`src/rtl/core/fmbp_pkg.sv`:
```
// ----------------------------------------------------------------------------
// fmbp_pkg - shared definitions for the framed message byte parser
// Parse phase codes, error codes, register indexes and reset values.
// ----------------------------------------------------------------------------
package fmbp_pkg;

  // Default frame size limit in bytes (header, data and trailer)
  localparam int unsigned DEF_MAX_FRAME_BYTES = 256;

  // Bytes of framing around the data: start, dest, src, count, len x2, csum, end
  localparam int unsigned FRAME_OVERHEAD = 8;

  // Parse phase codes
  localparam int PH_W = 4;
  localparam logic [PH_W-1:0] PH_IDLE   = 4'd0;
  localparam logic [PH_W-1:0] PH_DEST   = 4'd1;
  localparam logic [PH_W-1:0] PH_SRC    = 4'd2;
  localparam logic [PH_W-1:0] PH_COUNT  = 4'd3;
  localparam logic [PH_W-1:0] PH_LEN_HI = 4'd4;
  localparam logic [PH_W-1:0] PH_LEN_LO = 4'd5;
  localparam logic [PH_W-1:0] PH_DATA   = 4'd6;
  localparam logic [PH_W-1:0] PH_CSUM   = 4'd7;
  localparam logic [PH_W-1:0] PH_END    = 4'd8;

  // Error codes reported on the byte that reveals the fault
  typedef logic [2:0] err_t;
  localparam err_t ERR_NONE        = 3'd0;
  localparam err_t ERR_BAD_DEST    = 3'd1;
  localparam err_t ERR_BAD_SOURCE  = 3'd2;
  localparam err_t ERR_LENGTH      = 3'd3;
  localparam err_t ERR_EARLY_START = 3'd4;
  localparam err_t ERR_EARLY_END   = 3'd5;
  localparam err_t ERR_CHECKSUM    = 3'd6;
  localparam err_t ERR_NO_END      = 3'd7;

  // Configuration register indexes
  typedef logic [2:0] cfg_idx_t;
  localparam cfg_idx_t REG_START_BYTE = 3'd0;
  localparam cfg_idx_t REG_END_BYTE   = 3'd1;
  localparam cfg_idx_t REG_OWN_ID     = 3'd2;
  localparam cfg_idx_t REG_PEER_A     = 3'd3;
  localparam cfg_idx_t REG_PEER_B     = 3'd4;
  localparam cfg_idx_t REG_PEER_C     = 3'd5;
  localparam cfg_idx_t REG_PEER_D     = 3'd6;

  // Configuration reset values
  localparam logic [7:0] RST_START_BYTE = 8'd2;
  localparam logic [7:0] RST_END_BYTE   = 8'd3;
  localparam logic [7:0] RST_OWN_ID     = 8'd109;
  localparam logic [7:0] RST_PEER_A     = 8'd115;
  localparam logic [7:0] RST_PEER_B     = 8'd112;
  localparam logic [7:0] RST_PEER_C     = 8'd116;
  localparam logic [7:0] RST_PEER_D     = 8'd103;

  // Checksum seed
  localparam logic [7:0] SUM_SEED = 8'hFF;

endpackage

```
`src/rtl/core/framed_message_byte_parser.sv`:
```
// ----------------------------------------------------------------------------
// framed_message_byte_parser - start/end framed packet parser
// Parses dest, source, count, 16-bit length, data, additive checksum and end
// byte from a byte stream; one result beat per input beat.
// ----------------------------------------------------------------------------
// Channel | Direction | Handshake          | Payload
// in_     | input     | in_valid/in_ready  | in_byte
// out_    | output    | out_valid/out_ready| data_valid, data_byte, data_index,
//         |           |                    | source_id, message_count,
//         |           |                    | error_code, frame_valid
// cfg_    | input     | cfg_valid/cfg_ready| cfg_index, cfg_data
//
// One input beat per clock; its result appears in the output register on the
// next cycle. The parse state and the result register update in the same
// edge, so throughput is one byte per cycle while out_ready stays high.
// A stalled output holds in_ready low only while the result is not taken.
// Synchronous active-low reset clears the parse state, the output valid and
// loads the register defaults; cfg_ready is always high.
// ----------------------------------------------------------------------------
module framed_message_byte_parser
  import fmbp_pkg::*;
#(
  parameter int unsigned MAX_FRAME_BYTES = DEF_MAX_FRAME_BYTES
) (
  input  logic       clk,
  input  logic       rst_n,
  // input byte channel
  input  logic       in_valid,
  output logic       in_ready,
  input  logic [7:0] in_byte,
  // result channel
  output logic       out_valid,
  input  logic       out_ready,
  output logic       out_data_valid,
  output logic [7:0] out_data_byte,
  output logic [7:0] out_data_index,
  output logic [7:0] out_source_id,
  output logic [7:0] out_message_count,
  output logic [2:0] out_error_code,
  output logic       out_frame_valid,
  // configuration write channel
  input  logic       cfg_valid,
  output logic       cfg_ready,
  input  logic [2:0] cfg_index,
  input  logic [7:0] cfg_data
);

  // Limits, compared at 17 bits so that a 65536-byte limit fits
  localparam logic [16:0] MAX_LEN  = 17'(MAX_FRAME_BYTES - FRAME_OVERHEAD);
  localparam logic [16:0] MAX_IDX  = 17'(MAX_FRAME_BYTES);

  // Configuration registers
  logic [7:0] start_byte_r, end_byte_r, own_id_r;
  logic [7:0] peer_a_r, peer_b_r, peer_c_r, peer_d_r;

  // Parse state
  logic [PH_W-1:0] phase_r, phase_nxt;
  logic [15:0]     idx_r, idx_nxt;
  logic [15:0]     len_r, len_nxt;
  logic [7:0]      sum_r, sum_nxt;
  logic [7:0]      src_r, src_nxt;
  logic [7:0]      cnt_r, cnt_nxt;

  // Result of the current beat
  logic       dvalid_nxt, fvalid_nxt;
  logic [7:0] dbyte_nxt, dindex_nxt;
  err_t       err_nxt;

  // Output register
  logic       out_valid_r;
  logic       dvalid_r, fvalid_r;
  logic [7:0] dbyte_r, dindex_r, src_out_r, cnt_out_r;
  err_t       err_r;

  logic        in_acc;
  logic        is_peer;
  logic [15:0] len_full;
  logic [15:0] idx_inc;

  assign in_ready  = !out_valid_r || out_ready;
  assign in_acc    = in_valid && in_ready;
  assign cfg_ready = 1'b1;

  // Write configuration registers
  always_ff @(posedge clk) begin
    if (!rst_n) begin
      start_byte_r <= RST_START_BYTE;
      end_byte_r   <= RST_END_BYTE;
      own_id_r     <= RST_OWN_ID;
      peer_a_r     <= RST_PEER_A;
      peer_b_r     <= RST_PEER_B;
      peer_c_r     <= RST_PEER_C;
      peer_d_r     <= RST_PEER_D;
    end else if (cfg_valid) begin
      unique case (cfg_index)
        REG_START_BYTE: start_byte_r <= cfg_data;
        REG_END_BYTE:   end_byte_r   <= cfg_data;
        REG_OWN_ID:     own_id_r     <= cfg_data;
        REG_PEER_A:     peer_a_r     <= cfg_data;
        REG_PEER_B:     peer_b_r     <= cfg_data;
        REG_PEER_C:     peer_c_r     <= cfg_data;
        REG_PEER_D:     peer_d_r     <= cfg_data;
        default: ;
      endcase
    end
  end

  assign is_peer  = (in_byte == peer_a_r) || (in_byte == peer_b_r) ||
                    (in_byte == peer_c_r) || (in_byte == peer_d_r);
  assign len_full = {len_r[15:8], in_byte};
  assign idx_inc  = idx_r + 16'd1;

  // Advance the parser by one byte
  always_comb begin
    phase_nxt  = phase_r;
    idx_nxt    = idx_r;
    len_nxt    = len_r;
    sum_nxt    = sum_r;
    src_nxt    = src_r;
    cnt_nxt    = cnt_r;
    dvalid_nxt = 1'b0;
    dbyte_nxt  = 8'd0;
    dindex_nxt = 8'd0;
    err_nxt    = ERR_NONE;
    fvalid_nxt = 1'b0;
    unique case (phase_r)
      PH_DEST: begin
        if (in_byte == own_id_r) begin
          phase_nxt = PH_SRC;
        end else begin
          // a peer's frame is dropped quietly
          if (!is_peer) err_nxt = ERR_BAD_DEST;
          phase_nxt = PH_IDLE;
        end
      end
      PH_SRC: begin
        if (is_peer) begin
          src_nxt   = in_byte;
          phase_nxt = PH_COUNT;
        end else begin
          err_nxt   = ERR_BAD_SOURCE;
          phase_nxt = PH_IDLE;
        end
      end
      PH_COUNT: begin
        cnt_nxt   = in_byte;
        phase_nxt = PH_LEN_HI;
      end
      PH_LEN_HI: begin
        len_nxt   = {in_byte, 8'd0};
        phase_nxt = PH_LEN_LO;
      end
      PH_LEN_LO: begin
        len_nxt = len_full;
        if ({1'b0, len_full} > MAX_LEN) begin
          err_nxt   = ERR_LENGTH;
          phase_nxt = PH_IDLE;
        end else if (len_full == 16'd0) begin
          phase_nxt = PH_CSUM;
        end else begin
          idx_nxt   = 16'd0;
          phase_nxt = PH_DATA;
        end
      end
      PH_DATA: begin
        if (in_byte == end_byte_r) begin
          err_nxt   = ERR_EARLY_END;
          phase_nxt = PH_IDLE;
        end else if (in_byte == start_byte_r) begin
          // resync on a new start byte
          err_nxt   = ERR_EARLY_START;
          idx_nxt   = 16'd0;
          len_nxt   = 16'd0;
          sum_nxt   = SUM_SEED;
          phase_nxt = PH_DEST;
        end else begin
          dvalid_nxt = 1'b1;
          dbyte_nxt  = in_byte;
          dindex_nxt = idx_r[7:0];
          sum_nxt    = sum_r + in_byte;
          idx_nxt    = idx_inc;
          if (idx_inc >= len_r || {1'b0, idx_inc} >= MAX_IDX) begin
            idx_nxt   = 16'd0;
            phase_nxt = PH_CSUM;
          end
        end
      end
      PH_CSUM: begin
        if (in_byte != sum_r) begin
          err_nxt   = ERR_CHECKSUM;
          phase_nxt = PH_IDLE;
        end else begin
          phase_nxt = PH_END;
        end
      end
      PH_END: begin
        phase_nxt = PH_IDLE;
        if (in_byte == end_byte_r) fvalid_nxt = 1'b1;
        else                       err_nxt    = ERR_NO_END;
      end
      default: begin
        // idle: clear counters, wait for a start byte
        idx_nxt   = 16'd0;
        len_nxt   = 16'd0;
        sum_nxt   = SUM_SEED;
        phase_nxt = (in_byte == start_byte_r) ? PH_DEST : PH_IDLE;
      end
    endcase
  end

  // Update parse state on an accepted beat
  always_ff @(posedge clk) begin
    if (!rst_n) begin
      phase_r <= PH_IDLE;
      idx_r   <= 16'd0;
      len_r   <= 16'd0;
      sum_r   <= SUM_SEED;
      src_r   <= 8'd0;
      cnt_r   <= 8'd0;
    end else if (in_acc) begin
      phase_r <= phase_nxt;
      idx_r   <= idx_nxt;
      len_r   <= len_nxt;
      sum_r   <= sum_nxt;
      src_r   <= src_nxt;
      cnt_r   <= cnt_nxt;
    end
  end

  // Hold the result until the output beat is taken
  always_ff @(posedge clk) begin
    if (!rst_n) begin
      out_valid_r <= 1'b0;
    end else if (in_acc) begin
      out_valid_r <= 1'b1;
    end else if (out_ready) begin
      out_valid_r <= 1'b0;
    end
  end

  always_ff @(posedge clk) begin
    if (in_acc) begin
      dvalid_r  <= dvalid_nxt;
      dbyte_r   <= dbyte_nxt;
      dindex_r  <= dindex_nxt;
      src_out_r <= src_nxt;
      cnt_out_r <= cnt_nxt;
      err_r     <= err_nxt;
      fvalid_r  <= fvalid_nxt;
    end
  end

  assign out_valid         = out_valid_r;
  assign out_data_valid    = dvalid_r;
  assign out_data_byte     = dbyte_r;
  assign out_data_index    = dindex_r;
  assign out_source_id     = src_out_r;
  assign out_message_count = cnt_out_r;
  assign out_error_code    = err_r;
  assign out_frame_valid   = fvalid_r;

endmodule

```
`config.mk`:
```
export PLATFORM = sky130hd
export DESIGN_NAME = framed_message_byte_parser
export DESIGN_NICKNAME = d
export VERILOG_FILES = /design/src/rtl/core/fmbp_pkg.sv /design/src/rtl/core/framed_message_byte_parser.sv
export SDC_FILE = /design/constraint.sdc
export NUM_CORES = 1
export LEC_CHECK = 0
export ABC_AREA = 1
export BUFFER_PORTS_ARGS = -buffer_cell sky130_fd_sc_hd__buf_2
export CAP_MARGIN = 20
export CORE_ASPECT_RATIO = 0.6
export CORE_MARGIN = 1.5
export CORE_UTILIZATION = 54
export DETAILED_ROUTE_END_ITERATION = 10
export PLACE_DENSITY_LB_ADDON = 0.08
export SKIP_CTS_REPAIR_TIMING = 1
export SYNTH_ARGS = -nofsm -noshare
export SYNTH_HDL_FRONTEND = slang
export SYNTH_SLANG_ARGS = --single-unit
```
`constraint.sdc`:
```
create_clock -name clk -period 2.52 [get_ports clk]
set_input_delay 0.504 -clock clk [delete_from_list [all_inputs] [get_ports clk]]
set_output_delay 0.504 -clock clk [all_outputs]
set_load 0.02 [all_outputs]
```
==> metrics.cfg, run 1 <==
[floorplanning]
initial_core_util = 0.5607
dieWidth_um = 157.9
coreArea_mm2 = 0.01387
dieHeight_um = 95.97
floorplan.die_area_mm2 = 0.01516
io-pin-count = 64
rows = 33

[placement]
dpl.hpwl_um = 15280
dp_slack_ps = -228.3
place_area_mm2 = 0.008800
io_buffers = 62
place_congestion = 0.9153

[layout]
layout_common_cells = 187 x nand2_1, 145 x nor2_1, 117 x inv_1
nets = 1195
syn2layout_area_growth_pct = 23.21
antennaDiodeCount = 0
fillers = 1183
final_area_mm2 = 0.009584
final_common_cell = nand2_1
drive_above_1_share = 0.2147

[global_routing]
grt_pass1_vias = 6326
grtUsageTotal = 0.2912
grt_pass1_wl_um = 33300
grt_max_degree = 49
antenna_found_initial = 0
gr-total-overflow = 0

[sta]
finalClockSkew_ps = 11.80
worstMarginPinSlew_ps = 641.8
rsz0062_at_grt = yes
finalHoldViolations = 0
setup_viol = 12
min_period_ps = 2782
drv_slew = 0
fmax_mhz = 359.5
slew_headroom = 0.5709
hold_ws_ps = 382.8
worst_slack_ps = -261.5
period_share = 1.104

[power]
peakVddDrop_mv = 0.4065
p_leak_nw = 4.422
power.total_mw = 6.220
power.density_mw_per_mm2 = 649.0

[drt]
drt-pass1-iter-count = 5
wl_per_cell_um = 15.78
drc_errors = 0
routed-via-count = 7097
viasPerCell = 5.249
ant_nets = 0
routed_wl_um = 21340
drt_iter0_markers = 502

[clock_network]
clockRootBuffer = clkbuf_16
cts_buffers = 17
htree_levels = 4
cts.path.max_buffers = 2
clk_latency_ps = 420
cts_sinks = 154
clkTransAtPathRegs_ps = 70
cts_tree = yes

[logic_synthesis]
synth_area_mm2 = 0.007779
synth_compound_area_frac = 0.1062
synth_adder_area_share = 0.03957
synth_ff_type = dfxtp_1
syn_inst = 1014
synth_seq_area_share = 0.4439
syn_nets = 1062
synth_top_area_frac = 0.3011
netlist_top_cells_area = dfxtp_1 30%, edfxtp_1 14%, nand2_1 9.3%, nor2_1 7.2%, inv_1 5.7%
synth_mux_area_frac = 0
async_flop_share = 0
yosysWarnings = 0
yosysTopAreaCell = dfxtp_1
synth_seq_cells = 154
synth-simple-area-share = 0.2652
synth_xor_area_frac = 0.05742
synth_cell_type_count = 50
avgSynthCellArea_um2 = 7.671
synth_top_family_by_area = simple AND/OR/NAND/NOR gates
synth-edff-count = 37

[min_path]
worstHoldEndpoint = len_r[10]$_SDFFE_PN0P_
min_from = in_byte[2]
worstHoldPathCells = 3
hold_path_class = input port to flip-flop

[worst_setup_path]
rr_endpoint = idx_r[2]$_SDFFE_PN0P_
reg2reg_depth = 18
r2r_slack_ps = -260
slowest_stage = dfxtp_4
path_class = flip-flop to flip-flop
critical_path.startpoint_type = flip-flop
cp-end-kind = flip-flop
cp_data_arrival_time_ps = 3120
cp.required_ps = 2860
slowest_delay_ps = 370
crit_chain = inv_1, nor3_4, nand2_1, nor2_2, xor2_1, inv_1, ha_4, a21oi_2, o21ai_1, nor2_1, nand2_1, nor2_1, nand3_1, nor2_4, nand2_4, nor2_8, nand2_1, a21oi_1
r2r-start = idx_r[1]$_SDFFE_PN0P_
crit_top_cell = nand2_1
crit_path_max_fanout = 8

[flow_run]
drv_cap = 0

[run_status]
violations = negative setup slack
status = complete, but fails checks

## routing by layer
| metal | track usage | share of wire | up-vias |
|---|---|---|---|
| met5 | 0 | 0 | - |
| met4 | 0.08178 | 0.012 | 0 |
| met3 | 0.05313 | 0.081 | 24 |
| met2 | 0.4094 | 0.40 | 277 |
| met1 | 0.4499 | 0.51 | 3249 |
| li1 | - | - | 3547 |
## logic make-up (layout without fill, tap and decap cells)
family / after synthesis / in the layout
adders and majority gates: 24 / 24
xor gates and xnor gates: 51 / 51
and+or+nand+nor: 467 / 467
AOI/OAI and AO/OA: 151 / 151
DFF: 154 / 154
buffers and inverters: 166 / 312
other: 1 / 1
## sequential cells by signal (all words and copies together), names as in the netlist, 3 cells and up
signal	cells
cnt_r	8
end_byte_r	8
idx_r	16
len_r	16
out_data_byte	8
out_data_index	8
out_error_code	3
out_message_count	8
out_source_id	8
own_id_r	8
peer_a_r	8
peer_b_r	8
peer_c_r	8
peer_d_r	8
phase_r	4
src_r	8
start_byte_r	8
sum_r	8
## per-stage QoR
stage / util / std cells / setup TNS [ps]
2_1_floorplan: - / 1014 / 0
3_3_place_gp: 0.6343 / 1316 / -1154
3_5_place_dp: 0.6343 / 1316 / -2172
4_1_cts: 0.6782 / 1348 / -2465
5_1_grt: 0.6908 / 1352 / -5623
6_report: 0.6908 / 1352 / -2854
## report_power, final
group / total [mW] / switching (mW) / internal (mW) / leakage, nW
Combinational: 0.858 / 0.561 / 0.296 / 2.79
Sequential: 2.71 / 0.0603 / 2.65 / 1.33
Clock: 2.65 / 1.15 / 1.50 / 0.296
## final cells by class
class                      count  area (um2)  area share
multi-input combinational    694        3781      0.3945
sequential                   154        3466      0.3616
tap                          192       240.2     0.02507
inverter                     133       501.7     0.05235
timing repair buffer         147       985.9      0.1029
clock inverter                15       183.9     0.01919
clock buffer                  17       425.4     0.04439
## cells in the mapped netlist, types with 2 or more instances
cell type	count
nand2_4	2
buf_2	3
o2111ai_1	3
o31ai_1	2
inv_1	118
buf_4	5
a21oi_1	51
nand2_2	4
o21ai_1	16
nand3_2	2
nand3_1	54
nor2_2	3
nand4_1	15
buf_6	4
nand3b_1	3
a22oi_1	2
o21bai_1	2
xor2_1	20
nor3_2	3
clkbuf_1	18
nand2_1	192
or2_2	7
xnor2_1	31
or2_1	2
nor3_1	17
o21ai_0	61
a211oi_1	7
inv_2	12
dfxtp_1	117
buf_1	3
edfxtp_1	37
ha_1	23
clkinv_1	2
o211ai_1	3
nor2_4	3
nor2_1	149
nor4_1	5
## how the worst max path moves through the flow
stage	end	slack, ps	cells past startpoint	from
finish	idx_r[2]$_SDFFE_PN0P_	-260	18	idx_r[1]$_SDFFE_PN0P_
global route	idx_r[1]$_SDFFE_PN0P_	-500	18	idx_r[1]$_SDFFE_PN0P_
CTS	phase_r[1]$_SDFFE_PN0P_	-250	19	idx_r[1]$_SDFFE_PN0P_
detailed placement	phase_r[1]$_SDFFE_PN0P_	-230	19	idx_r[1]$_SDFFE_PN0P_
global placement	phase_r[1]$_SDFFE_PN0P_	-160	19	idx_r[1]$_SDFFE_PN0P_
floorplan	phase_r[1]$_SDFFE_PN0P_	10	20	idx_r[0]$_SDFFE_PN0P_
## critical path, delay by kind of cell (launching register included)
family	cells	cell delay, ps
fa+ha+maj	1	230
buf+inv	2	190
simple gates	11	1400
xor+xnor	1	210
compound gates	3	300
flops	1	370
(Power assumes the default switching activity.)
==> run 2: changes to the inputs <==
==> constraint.sdc (replaced) <==
create_clock -name clk -period 2.52 [get_ports clk]
set_input_delay 0.252 -clock clk [delete_from_list [all_inputs] [get_ports clk]]
set_output_delay 0.252 -clock clk [all_outputs]
set_load 0.02 [all_outputs]
==> run 2 against run 1 <==
  * The run still ends with negative setup slack left
  * Critical path type unchanged
  * Power fell by 0.26%
  * Sequential share of layout area rose by 0.42 points
  * Non-clock buffer count fell by 12
  * Via count fell by 2.3%
  * Design area fell by 1.1%
  * Die area did not move
  * Critical path depth rose by 2
  * Core utilization fell by 0.79 points
  * Combinational power fell by 1%
==> metrics.cfg, run 2 (synthesis gave the netlist of run 1 again) <==
[drt]
ant_nets = 0
routed-via-count = 6933
drc_errors = 0
drt_iter0_markers = 593
wl_per_cell_um = 15.42
viasPerCell = 5.174
drt-pass1-iter-count = 5
routed_wl_um = 20660

[placement]
dp.cells = 1302
dpl.hpwl_um = 14560
place_congestion = 0.9755
io_buffers = 62

[clock_network]
cts.path.max_buffers = 2
cts_tree = yes
clkTransAtPathRegs_ps = 70
htree_levels = 4
clk_latency_ps = 430
cts_sinks = 154
cts_buffers = 17
clockRootBuffer = clkbuf_16

[floorplanning]
dieWidth_um = 157.9
dieHeight_um = 95.97
initial_core_util = 0.5607
floorplan.die_area_mm2 = 0.01516
io-pin-count = 64
rows = 33
coreArea_mm2 = 0.01387

[worst_setup_path]
path_class = flip-flop to flip-flop
crit_chain = ha_4, nand2_4, nor2_4, nand3_2, buf_4, xor2_1, ha_1, nand2_1, inv_1, nand2_1, nand2_1, nand2_1, nand2_1, nand2_1, nand2_1, nand2_1, nand2_4, nor2_8, nand2_1, a21oi_1
crit_top_cell = nand2_1
cp_data_arrival_time_ps = 3090
critical_path.startpoint_type = flip-flop
crit_path_max_fanout = 8
cp.required_ps = 2870
slowest_stage = dfxtp_4
r2r_slack_ps = -220
slowest_delay_ps = 370
cp-end-kind = flip-flop

[layout]
fin_cells = 1340
drive_above_1_share = 0.2047
postLayoutCoreUtil = 0.6829
nets = 1183
antennaDiodeCount = 0
final_common_cell = nand2_1
layout_common_cells = 189 x nand2_1, 146 x nor2_1, 117 x inv_1
syn2layout_area_growth_pct = 21.80
largestRegisters = idx_r: 16 flops, len_r: 16 flops

[sta]
finalSetupTns_ps = -2281
min_period_ps = 2741
finalHoldViolations = 0
setup_viol = 12
fmax_mhz = 364.8
worstMarginPinSlew_ps = 603.9
drv_slew = 0
hold_ws_ps = 133.7
worst_slack_ps = -221.2
period_share = 1.088
finalClockSkew_ps = 12.18
rsz0062_at_grt = yes
slew_headroom = 0.5959

[run_status]
status = complete, but fails checks
violations = negative setup slack

[power]
peakVddDrop_mv = 0.4347
power.density_mw_per_mm2 = 654.9
power.total_mw = 6.205
p_leak_nw = 4.333

[global_routing]
grt_pass1_wl_um = 32910
grt_max_degree = 50
grtUsageTotal = 0.2876
antenna_found_initial = 0
grt_pass1_vias = 6303
gr-total-overflow = 0

[flow_run]
drv_cap = 0

[min_path]
hold_path_class = input port to flip-flop

## run 2: through the flow
step,setup slack (ps),cell area [um2]
2_1_floorplan,11.78,7787
3_3_place_gp,-155.4,8682
3_5_place_dp,-179.0,8682
4_1_cts,-195.8,9286
5_1_grt,-500.9,9474
6_report,-221.2,9474
## run 2: report_power, final
group          total [mW]  leakage, nW  switching [mW]  internal [mW]
Combinational       0.846         2.71           0.557          0.290
Clock                2.64        0.293            1.15           1.50
Sequential           2.71         1.33          0.0598           2.65
Total                6.20         4.33            1.76           4.44
## run 2: metal layers
metal | track usage | vias to the layer above | routed length [um] | share of wire
met5 | 0 | - | 0 | 0
met2 | 0.3984 | 250 | 8001 | 0.39
met3 | 0.08330 | 25 | 1927 | 0.093
li1 | - | 3518 | - | -
met4 | 0.07087 | 0 | 244 | 0.012
met1 | 0.4335 | 3140 | 10480 | 0.51
## run 2: path summary, 6_finish.rpt
| path | from | end | depth (start not counted) |
|---|---|---|---|
| setup reg to reg | idx_r[1]$_SDFFE_PN0P_ | idx_r[5]$_SDFFE_PN0P_ | 20 |
| hold / removal | out_ready | out_valid$_SDFFE_PN0P_ | 4 |
| setup / recovery | idx_r[1]$_SDFFE_PN0P_ | idx_r[5]$_SDFFE_PN0P_ | 20 |
| hold reg to reg | idx_r[13]$_SDFFE_PN0P_ | idx_r[13]$_SDFFE_PN0P_ | 2 |
## run 2: final cells by class
type | instances | area [um2]
fillers | 1199 | 4399
multi-input cells | 694 | 3779
flip-flops and latches | 154 | 3466
repair buffers | 135 | 883.3
inverters | 133 | 501.7
clock buffers | 17 | 425.4
well taps | 192 | 240.2
clock inverters | 15 | 178.9
## run 2: worst max-delay path: cells and delay by family (launching register included)
kind | cells | cell delay [ps]
compound gates | 1 | 130
fa+ha+maj | 2 | 430
simple gates | 14 | 1300
flops | 1 | 370
buf+inv | 2 | 190
xor+xnor | 1 | 250
